===== config.mk =====
export PLATFORM = sky130hd
export DESIGN_NAME = fan_curve_pwm_mapper
export DESIGN_NICKNAME = d
export VERILOG_FILES = /design/src/sv/fcpm_pkg.sv /design/src/sv/fan_curve_pwm_mapper.sv /design/src/sv/fcpm_ram.sv /design/src/sv/fcpm_div.sv
export SDC_FILE = /design/constraint.sdc
export NUM_CORES = 2
export LEC_CHECK = 0
export ABC_AREA = 1
export BUFFER_PORTS_ARGS = -buffer_cell sky130_fd_sc_hd__buf_4
export CAP_MARGIN = 40
export CORE_MARGIN = 2
export CORE_UTILIZATION = 69
export CTS_CLUSTER_SIZE = 20
export DETAILED_ROUTE_END_ITERATION = 6
export GPL_TIMING_DRIVEN = 0
export PLACE_DENSITY_LB_ADDON = 0.1
export SLEW_MARGIN = 20
export SYNTH_ARGS = -nofsm -noshare
export SYNTH_HDL_FRONTEND = slang
export SYNTH_HIERARCHICAL = 1
export SYNTH_SLANG_ARGS = --single-unit

===== constraint.sdc =====
create_clock -name i_clk -period 18.2 [get_ports i_clk]
set_input_delay 5.46 -clock i_clk [delete_from_list [all_inputs] [get_ports i_clk]]
set_output_delay 5.46 -clock i_clk [all_outputs]
set_load 0.02 [all_outputs]

===== src/sv/fcpm_pkg.sv =====
// fcpm_pkg: shared types and constants of the fan curve pwm mapper
// used by fcpm_div and fan_curve_pwm_mapper; depends on nothing
`timescale 1ns / 1ps

package fcpm_pkg;

    // fixed arithmetic widths of the serial divider
    localparam int DIV_W = 32;
    localparam int DVS_W = 16;

    // percent scale, 1/256 percent units
    localparam logic [15:0] FULL_PERCENT     = 16'd25600;
    localparam logic [15:0] TWO_FULL_PERCENT = 16'd51200;
    localparam logic [14:0] PCT_MAX          = 15'h7FFF;
    localparam logic [7:0]  PWM_MAX          = 8'hFF;

    // pwm scaling divides by TWO_FULL_PERCENT = 25 << 11: a shift by 11, then
    // a multiply by the reciprocal of 25, exact for shifted totals below 2^13
    localparam int          PWM_PRE_SHIFT = 11;
    localparam int          RECIP_SHIFT   = 18;
    localparam logic [13:0] RECIP_25      = 14'd10486;

    // configuration register indexes
    typedef enum logic [1:0] {
        CFG_NUM_POINTS = 2'd0,
        CFG_MIN_PWM    = 2'd1,
        CFG_MAX_PWM    = 2'd2,
        CFG_ZERO_RPM   = 2'd3
    } t_cfg_reg;

    // divider request and status
    typedef struct packed {
        logic             start;
        logic [DIV_W-1:0] dividend;
        logic [DVS_W-1:0] divisor;
    } t_div_req;

    typedef struct packed {
        logic             busy;
        logic             done;
        logic [DIV_W-1:0] quotient;
    } t_div_sts;

endpackage


===== src/sv/fan_curve_pwm_mapper.sv =====
// fan_curve_pwm_mapper: piecewise linear fan curve lookup with pwm scaling
// depends on fcpm_pkg, fcpm_ram (curve point store), fcpm_div (serial divider)
//
//  channel  dir  handshake                   payload
//  s        in   i_s_tvalid / o_s_tready     i_s_tdata (load or sample), i_s_tuser
//  m        out  o_m_tvalid / i_m_tready     o_m_tdata (percent, pwm)
//  cfg      in   i_cfg_valid / o_cfg_ready   i_cfg_index, i_cfg_data
//
//  a load word is written in S_IDLE; a sample word reads and checks the first point,
//  clamping below it, then the last point, clamping above it, and otherwise runs a
//  binary search over the points and interpolates, waiting on the 32-step serial
//  divider; pwm scaling is a shift and a reciprocal multiply, and a zero pwm skips
//  the multiply
//  s is not ready meanwhile, and also while a finished word waits on a full m register
//  reset is synchronous, active low; curve points are undefined until loaded
//  the result sits in an output register, so m stalls block loads only while a finished word waits
`timescale 1ns / 1ps

module fan_curve_pwm_mapper #(
    parameter int MAX_POINTS = 16
) (
    input  logic        i_clk,
    input  logic        i_rst_n,
    input  logic        i_s_tvalid,
    output logic        o_s_tready,
    // point_index[3:0], point_temp[19:4], point_percent[34:20], temperature[50:35]
    input  logic [55:0] i_s_tdata,
    // req_type[0]
    input  logic [0:0]  i_s_tuser,
    output logic        o_m_tvalid,
    input  logic        i_m_tready,
    // fan_percent_out[14:0], pwm_out[22:15]
    output logic [23:0] o_m_tdata,
    input  logic        i_cfg_valid,
    output logic        o_cfg_ready,
    input  logic [1:0]  i_cfg_index,
    input  logic [7:0]  i_cfg_data
);
    import fcpm_pkg::*;

    localparam int AW    = $clog2(MAX_POINTS);
    localparam int CW    = $clog2(MAX_POINTS + 1);
    localparam int SW    = CW + 1;
    localparam int RAM_W = 31;
    localparam int PW    = 35;

    typedef enum logic [17:0] {
        S_IDLE     = 18'h00001,
        S_RD_FIRST = 18'h00002,
        S_CK_FIRST = 18'h00004,
        S_RD_LAST  = 18'h00008,
        S_CK_LAST  = 18'h00010,
        S_SRCH_RD  = 18'h00020,
        S_SRCH_CK  = 18'h00040,
        S_RD_HI    = 18'h00080,
        S_CK_HI    = 18'h00100,
        S_CK_LO    = 18'h00200,
        S_IP_MUL   = 18'h00400,
        S_IP_DIV   = 18'h00800,
        S_IP_WAIT  = 18'h01000,
        S_PWM_SET  = 18'h02000,
        S_PWM_MUL  = 18'h04000,
        S_PWM_TOT  = 18'h08000,
        S_PWM_RCP  = 18'h10000,
        S_OUT      = 18'h20000
    } t_state;

    // input word fields
    logic               w_req_sample;
    logic [3:0]         w_point_index;
    logic signed [15:0] w_point_temp;
    logic [14:0]        w_point_percent;
    logic signed [15:0] w_temperature;

    assign w_req_sample    = i_s_tuser[0];
    assign w_point_index   = i_s_tdata[3:0];
    assign w_point_temp    = $signed(i_s_tdata[19:4]);
    assign w_point_percent = i_s_tdata[34:20];
    assign w_temperature   = $signed(i_s_tdata[50:35]);

    // configuration registers
    logic [4:0] r_num_points;
    logic [7:0] r_min_pwm;
    logic [7:0] r_max_pwm;
    logic       r_zero_rpm;

    assign o_cfg_ready = 1'b1;

    always_ff @(posedge i_clk) begin
        if (!i_rst_n) begin
            r_num_points <= 5'd2;
            r_min_pwm    <= 8'd0;
            r_max_pwm    <= 8'd255;
            r_zero_rpm   <= 1'b0;
        end else if (i_cfg_valid) begin
            unique case (t_cfg_reg'(i_cfg_index))
                CFG_NUM_POINTS: r_num_points <= i_cfg_data[4:0];
                CFG_MIN_PWM:    r_min_pwm    <= i_cfg_data;
                CFG_MAX_PWM:    r_max_pwm    <= i_cfg_data;
                CFG_ZERO_RPM:   r_zero_rpm   <= i_cfg_data[0];
            endcase
        end
    end

    // points in use, clamped to 1..MAX_POINTS
    logic [CW-1:0] w_active;
    logic [AW-1:0] w_last;

    always_comb begin
        if (r_num_points == '0) begin
            w_active = CW'(1);
        end else if (32'(r_num_points) > MAX_POINTS) begin
            w_active = CW'(MAX_POINTS);
        end else begin
            w_active = CW'(r_num_points);
        end
    end

    assign w_last = AW'(w_active - CW'(1));

    // sequencer and datapath registers
    t_state             r_state, n_state;
    logic signed [15:0] r_temp, n_temp;
    logic signed [SW-1:0] r_lo, n_lo;
    logic signed [SW-1:0] r_hi, n_hi;
    logic [AW-1:0]      r_mid, n_mid;
    logic signed [15:0] r_thi, n_thi;
    logic [14:0]        r_phi, n_phi;
    logic [15:0]        r_dt, n_dt;
    logic signed [17:0] r_opa, n_opa;
    logic signed [16:0] r_opb, n_opb;
    logic signed [PW-1:0] r_prod, n_prod;
    logic               r_neg, n_neg;
    logic [14:0]        r_pct, n_pct;
    logic [7:0]         r_pwm, n_pwm;
    logic               r_out_valid, n_out_valid;
    logic [14:0]        r_out_pct, n_out_pct;
    logic [7:0]         r_out_pwm, n_out_pwm;

    // curve store and divider
    logic               w_ram_we;
    logic [AW-1:0]      w_ram_addr;
    logic [RAM_W-1:0]   w_ram_rdata;
    logic signed [15:0] w_rd_temp;
    logic [14:0]        w_rd_pct;
    t_div_req           w_div_req;
    t_div_sts           w_div_sts;

    assign w_rd_temp = $signed(w_ram_rdata[30:15]);
    assign w_rd_pct  = w_ram_rdata[14:0];

    fcpm_ram #(
        .WIDTH(RAM_W),
        .DEPTH(MAX_POINTS)
    ) u_ram (
        .i_clk  (i_clk),
        .i_we   (w_ram_we),
        .i_addr (w_ram_addr),
        .i_wdata({w_point_temp, w_point_percent}),
        .o_rdata(w_ram_rdata)
    );

    fcpm_div u_div (
        .i_clk  (i_clk),
        .i_rst_n(i_rst_n),
        .i_req  (w_div_req),
        .o_sts  (w_div_sts)
    );

    logic w_s_accept;
    assign o_s_tready = (r_state == S_IDLE);
    assign w_s_accept = i_s_tvalid && o_s_tready;

    // store a load word whose slot exists
    assign w_ram_we = w_s_accept && !w_req_sample && (32'(w_point_index) < MAX_POINTS);

    // binary search midpoint, lo and hi are non-negative inside the loop
    logic [SW:0]   w_mid_sum;
    logic [AW-1:0] w_mid;
    assign w_mid_sum = (SW+1)'(r_lo) + (SW+1)'(r_hi);
    assign w_mid     = AW'(w_mid_sum >> 1);

    // interpolation operands
    logic signed [16:0] w_off;
    logic signed [16:0] w_dt;
    logic signed [15:0] w_dp;
    logic signed [8:0]  w_range;
    assign w_off   = $signed({r_temp[15], r_temp}) - $signed({r_thi[15], r_thi});
    assign w_dt    = $signed({w_rd_temp[15], w_rd_temp}) - $signed({r_thi[15], r_thi});
    assign w_dp    = $signed({1'b0, w_rd_pct}) - $signed({1'b0, r_phi});
    assign w_range = $signed({1'b0, r_max_pwm}) - $signed({1'b0, r_min_pwm});

    // shared multiplier
    logic signed [PW-1:0] w_mul;
    assign w_mul = r_opa * r_opb;

    // signed quotient plus base percent
    logic signed [32:0] w_q;
    logic signed [33:0] w_sum;
    assign w_q   = r_neg ? -$signed({1'b0, w_div_sts.quotient})
                         : $signed({1'b0, w_div_sts.quotient});
    assign w_sum = 34'(w_q) + $signed({19'b0, r_phi});

    // pwm numerator, doubled to round half up
    logic signed [27:0] w_total;
    logic               w_pwm_zero;
    assign w_total = $signed(28'(r_min_pwm) * 28'(TWO_FULL_PERCENT))
                   + $signed({r_prod[26:0], 1'b0})
                   + $signed(28'(FULL_PERCENT));
    assign w_pwm_zero = (r_zero_rpm && r_pct == '0) || (w_total < 0);

    // numerator over 2048, and its quotient by 25 from the reciprocal product
    logic [12:0] w_total_hi;
    logic [8:0]  w_pwm_q;
    assign w_total_hi = w_total[PWM_PRE_SHIFT +: 13];
    assign w_pwm_q    = w_mul[RECIP_SHIFT +: 9];

    // magnitude of the interpolation product
    logic [PW-1:0] w_prod_abs;
    assign w_prod_abs = r_prod[PW-1] ? PW'(-r_prod) : PW'(r_prod);

    // ram address and divider request
    always_comb begin
        w_div_req.start    = 1'b0;
        w_div_req.dividend = w_prod_abs[DIV_W-1:0];
        w_div_req.divisor  = r_dt;
        w_ram_addr         = '0;
        unique case (r_state)
            S_IDLE:    w_ram_addr = AW'(w_point_index);
            S_RD_LAST: w_ram_addr = w_last;
            S_SRCH_RD: w_ram_addr = w_mid;
            S_RD_HI:   w_ram_addr = r_hi[AW-1:0];
            S_CK_HI:   w_ram_addr = r_lo[AW-1:0];
            S_IP_DIV:  w_div_req.start = 1'b1;
            default: w_ram_addr = '0;
        endcase
    end

    // sequencer
    always_comb begin
        n_state     = r_state;
        n_temp      = r_temp;
        n_lo        = r_lo;
        n_hi        = r_hi;
        n_mid       = r_mid;
        n_thi       = r_thi;
        n_phi       = r_phi;
        n_dt        = r_dt;
        n_opa       = r_opa;
        n_opb       = r_opb;
        n_prod      = r_prod;
        n_neg       = r_neg;
        n_pct       = r_pct;
        n_pwm       = r_pwm;
        n_out_valid = r_out_valid && !i_m_tready;
        n_out_pct   = r_out_pct;
        n_out_pwm   = r_out_pwm;
        unique case (r_state)
            S_IDLE: begin
                if (w_s_accept && w_req_sample) begin
                    n_temp  = w_temperature;
                    n_state = S_RD_FIRST;
                end
            end
            S_RD_FIRST: n_state = S_CK_FIRST;
            // clamp below the first point
            S_CK_FIRST: begin
                if (r_temp <= w_rd_temp) begin
                    n_pct   = w_rd_pct;
                    n_state = S_PWM_SET;
                end else begin
                    n_state = S_RD_LAST;
                end
            end
            S_RD_LAST: n_state = S_CK_LAST;
            // clamp above the last point, else start the search
            S_CK_LAST: begin
                if (r_temp >= w_rd_temp) begin
                    n_pct   = w_rd_pct;
                    n_state = S_PWM_SET;
                end else begin
                    n_lo    = '0;
                    n_hi    = $signed(SW'(w_last));
                    n_state = S_SRCH_RD;
                end
            end
            S_SRCH_RD: begin
                if (r_lo <= r_hi) begin
                    n_mid   = w_mid;
                    n_state = S_SRCH_CK;
                end else begin
                    if (r_hi < 0) begin
                        n_hi = '0;
                    end
                    if (r_lo > $signed(SW'(w_last))) begin
                        n_lo = $signed(SW'(w_last));
                    end
                    n_state = S_RD_HI;
                end
            end
            S_SRCH_CK: begin
                if (r_temp == w_rd_temp) begin
                    n_pct   = w_rd_pct;
                    n_state = S_PWM_SET;
                end else begin
                    if (r_temp < w_rd_temp) begin
                        n_hi = $signed(SW'(r_mid)) - $signed(SW'(1));
                    end else begin
                        n_lo = $signed(SW'(r_mid)) + $signed(SW'(1));
                    end
                    n_state = S_SRCH_RD;
                end
            end
            S_RD_HI: n_state = S_CK_HI;
            S_CK_HI: begin
                n_thi   = w_rd_temp;
                n_phi   = w_rd_pct;
                n_state = S_CK_LO;
            end
            // a pair that does not rise gives the lower point
            S_CK_LO: begin
                if (w_dt <= 0) begin
                    n_pct   = r_phi;
                    n_state = S_PWM_SET;
                end else begin
                    n_dt    = w_dt[15:0];
                    n_opa   = 18'(w_off);
                    n_opb   = 17'(w_dp);
                    n_state = S_IP_MUL;
                end
            end
            S_IP_MUL: begin
                n_prod  = w_mul;
                n_state = S_IP_DIV;
            end
            S_IP_DIV: begin
                n_neg   = r_prod[PW-1];
                n_state = S_IP_WAIT;
            end
            S_IP_WAIT: begin
                if (w_div_sts.done) begin
                    if (w_sum < 0) begin
                        n_pct = '0;
                    end else if (w_sum > $signed(34'(PCT_MAX))) begin
                        n_pct = PCT_MAX;
                    end else begin
                        n_pct = w_sum[14:0];
                    end
                    n_state = S_PWM_SET;
                end
            end
            S_PWM_SET: begin
                n_opa   = 18'(w_range);
                n_opb   = $signed({2'b0, r_pct});
                n_state = S_PWM_MUL;
            end
            S_PWM_MUL: begin
                n_prod  = w_mul;
                n_state = S_PWM_TOT;
            end
            // zero rpm or negative total, else set up the divide by 25
            S_PWM_TOT: begin
                if (w_pwm_zero) begin
                    n_pwm   = '0;
                    n_state = S_OUT;
                end else begin
                    n_opa   = $signed({5'b0, w_total_hi});
                    n_opb   = $signed({3'b0, RECIP_25});
                    n_state = S_PWM_RCP;
                end
            end
            S_PWM_RCP: begin
                n_pwm   = (w_pwm_q > 9'(PWM_MAX)) ? PWM_MAX : w_pwm_q[7:0];
                n_state = S_OUT;
            end
            // hand the result word to the output register
            S_OUT: begin
                if (!r_out_valid || i_m_tready) begin
                    n_out_valid = 1'b1;
                    n_out_pct   = r_pct;
                    n_out_pwm   = r_pwm;
                    n_state     = S_IDLE;
                end
            end
            default: n_state = S_IDLE;
        endcase
    end

    // control state
    always_ff @(posedge i_clk) begin
        if (!i_rst_n) begin
            r_state     <= S_IDLE;
            r_out_valid <= 1'b0;
        end else begin
            r_state     <= n_state;
            r_out_valid <= n_out_valid;
        end
    end

    // datapath
    always_ff @(posedge i_clk) begin
        r_temp    <= n_temp;
        r_lo      <= n_lo;
        r_hi      <= n_hi;
        r_mid     <= n_mid;
        r_thi     <= n_thi;
        r_phi     <= n_phi;
        r_dt      <= n_dt;
        r_opa     <= n_opa;
        r_opb     <= n_opb;
        r_prod    <= n_prod;
        r_neg     <= n_neg;
        r_pct     <= n_pct;
        r_pwm     <= n_pwm;
        r_out_pct <= n_out_pct;
        r_out_pwm <= n_out_pwm;
    end

    assign o_m_tvalid = r_out_valid;
    assign o_m_tdata  = {1'b0, r_out_pwm, r_out_pct};

    // checks
    a_divisor_nonzero: assert property (@(posedge i_clk) disable iff (!i_rst_n)
        (r_state == S_IP_DIV) |-> (r_dt != '0))
        else $error("interpolation divisor is zero");

    a_pair_in_range: assert property (@(posedge i_clk) disable iff (!i_rst_n)
        (r_state == S_RD_HI) |-> (r_hi >= 0 && r_lo <= $signed(SW'(w_last))))
        else $error("bracketing pair out of range");

    a_result_from_out: assert property (@(posedge i_clk) disable iff (!i_rst_n)
        $rose(o_m_tvalid) |-> $past(r_state == S_OUT))
        else $error("result word without a finished sample");

    a_wait_ends_done: assert property (@(posedge i_clk) disable iff (!i_rst_n)
        ((r_state == S_IP_WAIT) && !w_div_sts.busy) |-> w_div_sts.done)
        else $error("waiting on an idle divider");

endmodule


===== src/sv/fcpm_ram.sv =====
// fcpm_ram: generic single port ram with registered read
// no dependencies
`timescale 1ns / 1ps

module fcpm_ram #(
    parameter int WIDTH = 31,
    parameter int DEPTH = 16
) (
    input  logic                     i_clk,
    input  logic                     i_we,
    input  logic [$clog2(DEPTH)-1:0] i_addr,
    input  logic [WIDTH-1:0]         i_wdata,
    output logic [WIDTH-1:0]         o_rdata
);

    logic [WIDTH-1:0] r_mem [DEPTH];
    logic [WIDTH-1:0] r_rdata;

    // write and registered read on one port
    always_ff @(posedge i_clk) begin
        if (i_we) begin
            r_mem[i_addr] <= i_wdata;
        end
        r_rdata <= r_mem[i_addr];
    end

    assign o_rdata = r_rdata;

endmodule


===== src/sv/fcpm_div.sv =====
// fcpm_div: restoring unsigned divider, one quotient bit per cycle
// depends on fcpm_pkg for widths and the request and status structs
`timescale 1ns / 1ps

module fcpm_div (
    input  logic               i_clk,
    input  logic               i_rst_n,
    input  fcpm_pkg::t_div_req i_req,
    output fcpm_pkg::t_div_sts o_sts
);
    import fcpm_pkg::*;

    localparam int CNT_W = $clog2(DIV_W);

    logic             r_busy, n_busy;
    logic             r_done, n_done;
    logic [CNT_W-1:0] r_cnt, n_cnt;
    logic [DIV_W-1:0] r_num, n_num;
    logic [DVS_W-1:0] r_rem, n_rem;
    logic [DVS_W-1:0] r_den, n_den;
    logic [DVS_W:0]   w_trial;
    logic             w_ge;

    // one restoring step: shift in next dividend bit, try subtract
    assign w_trial = {r_rem, r_num[DIV_W-1]};
    assign w_ge    = (w_trial >= {1'b0, r_den});

    always_comb begin
        n_busy = r_busy;
        n_done = 1'b0;
        n_cnt  = r_cnt;
        n_num  = r_num;
        n_rem  = r_rem;
        n_den  = r_den;
        if (i_req.start) begin
            n_busy = 1'b1;
            n_cnt  = CNT_W'(DIV_W - 1);
            n_num  = i_req.dividend;
            n_rem  = '0;
            n_den  = i_req.divisor;
        end else if (r_busy) begin
            n_num = {r_num[DIV_W-2:0], w_ge};
            n_rem = w_ge ? DVS_W'(w_trial - {1'b0, r_den}) : w_trial[DVS_W-1:0];
            n_cnt = r_cnt - CNT_W'(1);
            if (r_cnt == '0) begin
                n_busy = 1'b0;
                n_done = 1'b1;
            end
        end
    end

    // control state
    always_ff @(posedge i_clk) begin
        if (!i_rst_n) begin
            r_busy <= 1'b0;
            r_done <= 1'b0;
        end else begin
            r_busy <= n_busy;
            r_done <= n_done;
        end
    end

    // datapath
    always_ff @(posedge i_clk) begin
        r_cnt <= n_cnt;
        r_num <= n_num;
        r_rem <= n_rem;
        r_den <= n_den;
    end

    assign o_sts.busy     = r_busy;
    assign o_sts.done     = r_done;
    assign o_sts.quotient = r_num;

    // checks
    a_start_idle: assert property (@(posedge i_clk) disable iff (!i_rst_n)
        i_req.start |-> !r_busy)
        else $error("divider started while busy");

    a_done_after_last: assert property (@(posedge i_clk) disable iff (!i_rst_n)
        r_done |-> $past(r_busy && r_cnt == '0))
        else $error("divider done without a last step");

    a_busy_from_start: assert property (@(posedge i_clk) disable iff (!i_rst_n)
        $rose(r_busy) |-> $past(i_req.start))
        else $error("divider busy without a start");

endmodule


Yosys cells after proc, flatten, opt, wreduce, memory -nomap -nowiden
Memory sizes are Yosys's and may differ from the RTL's. A register that Yosys moved wholly into a read port is not among the register bits.
Cells that the tools add are included.

word-level totals
  bits in registers = 308
  bits in writable memories = 496
  memories = 1

cells by class
  $add $sub $neg = 15
  multipliers = 2
  $lt $le $gt $ge = 13
  equal/unequal tests = 39
  mux-type cells = 56
  bitwise operators = 3
  reductions and logical operators = 35

memories
  memory       words  width  rd ports  clocked after memory_dff  write ports  RTL line        source
  u_ram.r_mem  16     31     1         1                         1            fcpm_ram.sv:16  logic [WIDTH-1:0] r_mem [DEPTH];

operators with widths
  kind                      count
  $pmux W18 S18             1
  $mux W18                  6
  $mux W15                  7
  $mux W32                  3
  $pmux W15 S5              1
  $mux W6                   10
  $mux W14                  4
  $pmux W18 S3              1
  $pmux W17 S3              1
  $pmux W6 S3               2
  $mul A18 B17 Y35          1
  $add A33 B16 Y34          1
  $gt A34 B16 Y1 const B    1
  $lt A34 B1 Y1 const B     1
  $mux W17                  2
  $sub A16 B16 Y17          2
  $mux W33                  1
  $neg A32 Y33              1
  $neg A32 Y32              1
  $ne A2 B2 Y1 const B      15
  $add A25 B28 Y28          1
  $add A28 B16 Y28 const B  1
  $lt A28 B1 Y1 const B     1
  $mux W8                   3
  61 further kinds          95

Depth between registers and ports, before layout
  depth after elaboration = 8
  gate-level depth with buffers = 33
  mapped depth without buffers = 31

Cells and area by module
Netlist, hierarchy kept.

modules (own cells, without submodules)
  module                instances  cells each  area an instance (um2)  sequential area each (um2)
  fan_curve_pwm_mapper  1          3462        28018.1                 6526.3
  fcpm_ram              1          2047        21484.4                 15514.9
  fcpm_div              1          513         4085.2                  1901.8

Worst setup path before layout
No wires, ideal clock.

  kind = input port to flip-flop
  start = in i_s_tdata[1]
  end = mem u_ram.r_mem[5][0] (enable)
  setup time = 0.419 ns
  data arrival time = 7.674 ns
  required time = 17.781 ns
  setup slack = 10.107 ns
  cell stages on the path = 8
  path buffers = 3
  cells stage by stage = nand2_1 o2111ai_1 buf_4 inv_4 buf_4 buf_2 nand3_1 nor2_1

between the ends
  word-level cells in the longest chain between the ends = 1

RTL lines
  what                     RTL line                     source
  start: declaration       fan_curve_pwm_mapper.sv:27   input logic [55:0] i_s_tdata,
  $pmux W4 S5              fan_curve_pwm_mapper.sv:228  unique case (r_state)
  named net w_ram_addr[1]  fan_curve_pwm_mapper.sv:142  logic [AW-1:0] w_ram_addr;
  end: declaration         fcpm_ram.sv:16

The timed path passes the listed nets, and every way through them passes these cells.

Final worst setup path
  start = in i_s_tdata[3]
  end = mem u_ram.r_mem[2][21] (enable)

Same word-level chain as after synthesis.

==> results.yml <==
timing:
  worst_pin_slew_ns: 0.901
  final_hold_viol_count: 0
  finalCritPeriodShare_pct: 45.3
  clock-skew-final_ns: 0.0732
  max_slew_margin_pct: 39.9
  rsz0062_at_grt: "no"
  fmax_mhz: 121
  setup_violations: 0
  fin_hold_ws_ns: 0.392
  final_max_slew_viol_count: 0
  min_period_ns: 8.25
  fin_setup_tns_ns: 0
pwr:
  cellPowerDensity_mw_per_mm2: 99.5
  power.leakage_nw: 28.5
  p_clk_share_pct: 30.8
  pwr-share-comb_pct: 31.0
  total_power_mw: 5.89
  switchingPower_mw: 2.14
  seqPwrFrac_pct: 38.2
  irDropWorstVdd_v: 0.000113
  internal_power_mw: 3.76
  power_switching_share_pct: 36.2
final_layout:
  final_cells: 7343
  nFillCells: 5339
  final_cell_mix: "nand2_1 (2,268), inv_1 (962), edfxtp_1 (734), fa_1 (313), ha_1 (262)"
  area_growth_pct: 10.6
  finish.instance_area_mm2: 0.0592
  nets: 6876
  final_common_cell: "nand2_1"
  drive_above_1_share_pct: 7.62
  antenna_cells: 0
place:
  placed_cell_area_mm2: 0.0563
  dp_cells: 7179
  gp_congestion: 0.985
  hpwl_mm: 111
  port_buffers: 91
detailed_routing:
  dr_total_vias: 42000
  postRouteAntennaNets: 0
  top_layer: "met5"
  routed_via_density: 5.72
  wl_met3_mm: 13.7
  drt_iter0_drc: 4264
  wl_met2_mm: 71.0
  drt_wl_total_mm: 149
  drt-met1-wl_mm: 53.5
  wl_per_cell_um: 20.3
  firstDrtPassIters: 7
  drc: 1
cts:
  h-tree-depth: 3
  clock-sinks: 829
  cts_hold_buf: 0
  clockBufferDepth: 3
  cts_root_buffer: "clkbuf_16"
  numCtsBuffers: 86
  cts_resized: 0
  cts_tree: "built"
  postCtsSetupRepairBufs: 0
  clk_pin_slew_ns: 0.06
  worstSkewPairLatency_ns: 0.68
critical_path:
  path_buf_inv: 4
  crit_arrival_ns: 8.60
  crit_slowest_cell: "nor2_4"
  worstSetupPathType: "in2reg"
  worstPathRequired_ns: 18.55
  cp_top_family: "buffers and inverters"
  cp-start-kind: "input pin"
  cpPeakStageDelay_ns: 0.71
  critPathMaxFanout: 16
  endpoint_kind: "flip-flop"
  cp_cell_sequence: "buf_4, nand2_1, o2111ai_1, nor2_1, clkbuf_1, inv_1, nor2_4, buf_16"
floorplan:
  die_area_mm2: 0.0799
  rows: 102
  ios: 99
  initial_utilization_pct: 69.4
  fp.dieW_um: 283
  core_area_mm2: 0.0772
  fp.dieH_um: 283
status:
  status: "finished, violations left"
  violations: "DRC"
grt:
  antenna_found_initial: 1
  grt_pass1_wl_mm: 226
  overflow: 0
  grt_usage_pct: 37.6
  first_global_vias: 41300
  grt_max_degree: 34
synthesis:
  ys.warnings.count: 6
  syn_nets: 6668
  synth.avg_cell_area_um2: 8.90
  netlist_area_mm2: 0.0536
  syn-instance-count: 6021
flow_run:
  drv_cap: 0
min_path:
  hold_path_class: "reg2reg"
## per-stage QoR
stage	setup WS [ns]	util, %
after floorplan	10.11	-
after global placement	7.91	72.0
after detailed placement	9.48	72.9
after CTS	10.01	76.7
after global routing	9.86	76.7
final	9.95	76.7
## layout make-up
cell class / instances / area (µm²) / area share, %
clock inverter: 48 / 562 / 0.948
inverter: 984 / 3700 / 6.25
tap: 1040 / 1300 / 2.20
timing repair buffer: 120 / 1250 / 2.11
multi-input combinational: 4012 / 25000 / 42.3
buffer: 196 / 1060 / 1.79
sequential: 829 / 23900 / 40.4
clock buffer: 114 / 2390 / 4.03
## power by group through the flow
stage	combinational (mW)	clock [mW]	sequential, mW
global placement	1.67	0	2.29
floorplan	1.13	0	2.27
CTS	1.77	1.83	2.25
global route	1.97	1.90	2.25
finish	1.83	1.82	2.25
detailed placement	1.74	0	2.29
## worst paths after layout
check               startpoint                 end  slack (ns)  cells after the start
setup / recovery  i_s_tdata[3]  u_ram/r_mem[2][21]        9.95                      8
hold / removal        r_dt[15]     u_div/r_den[15]        0.39                      0
setup reg to reg      r_opb[6]            r_pwm[1]       10.34                     23
hold reg to reg       r_dt[15]     u_div/r_den[15]        0.39                      0
## registers in the layout, indices dropped and copies added, names as in the netlist, 17 cells and up
name / count
r_prod: 33
u_ram/o_rdata: 31
u_ram/r_mem: 496
u_div/r_num: 32
r_state: 18
r_opa: 17
## per-layer routing
layer,vias to the layer above,track usage (%)
met5,-,0
met4,2,23.1
met3,608,5.99
met2,2269,63.3
met1,19800,45.8
li1,19300,-
Note: power is estimated with default switching activity, not from simulation.
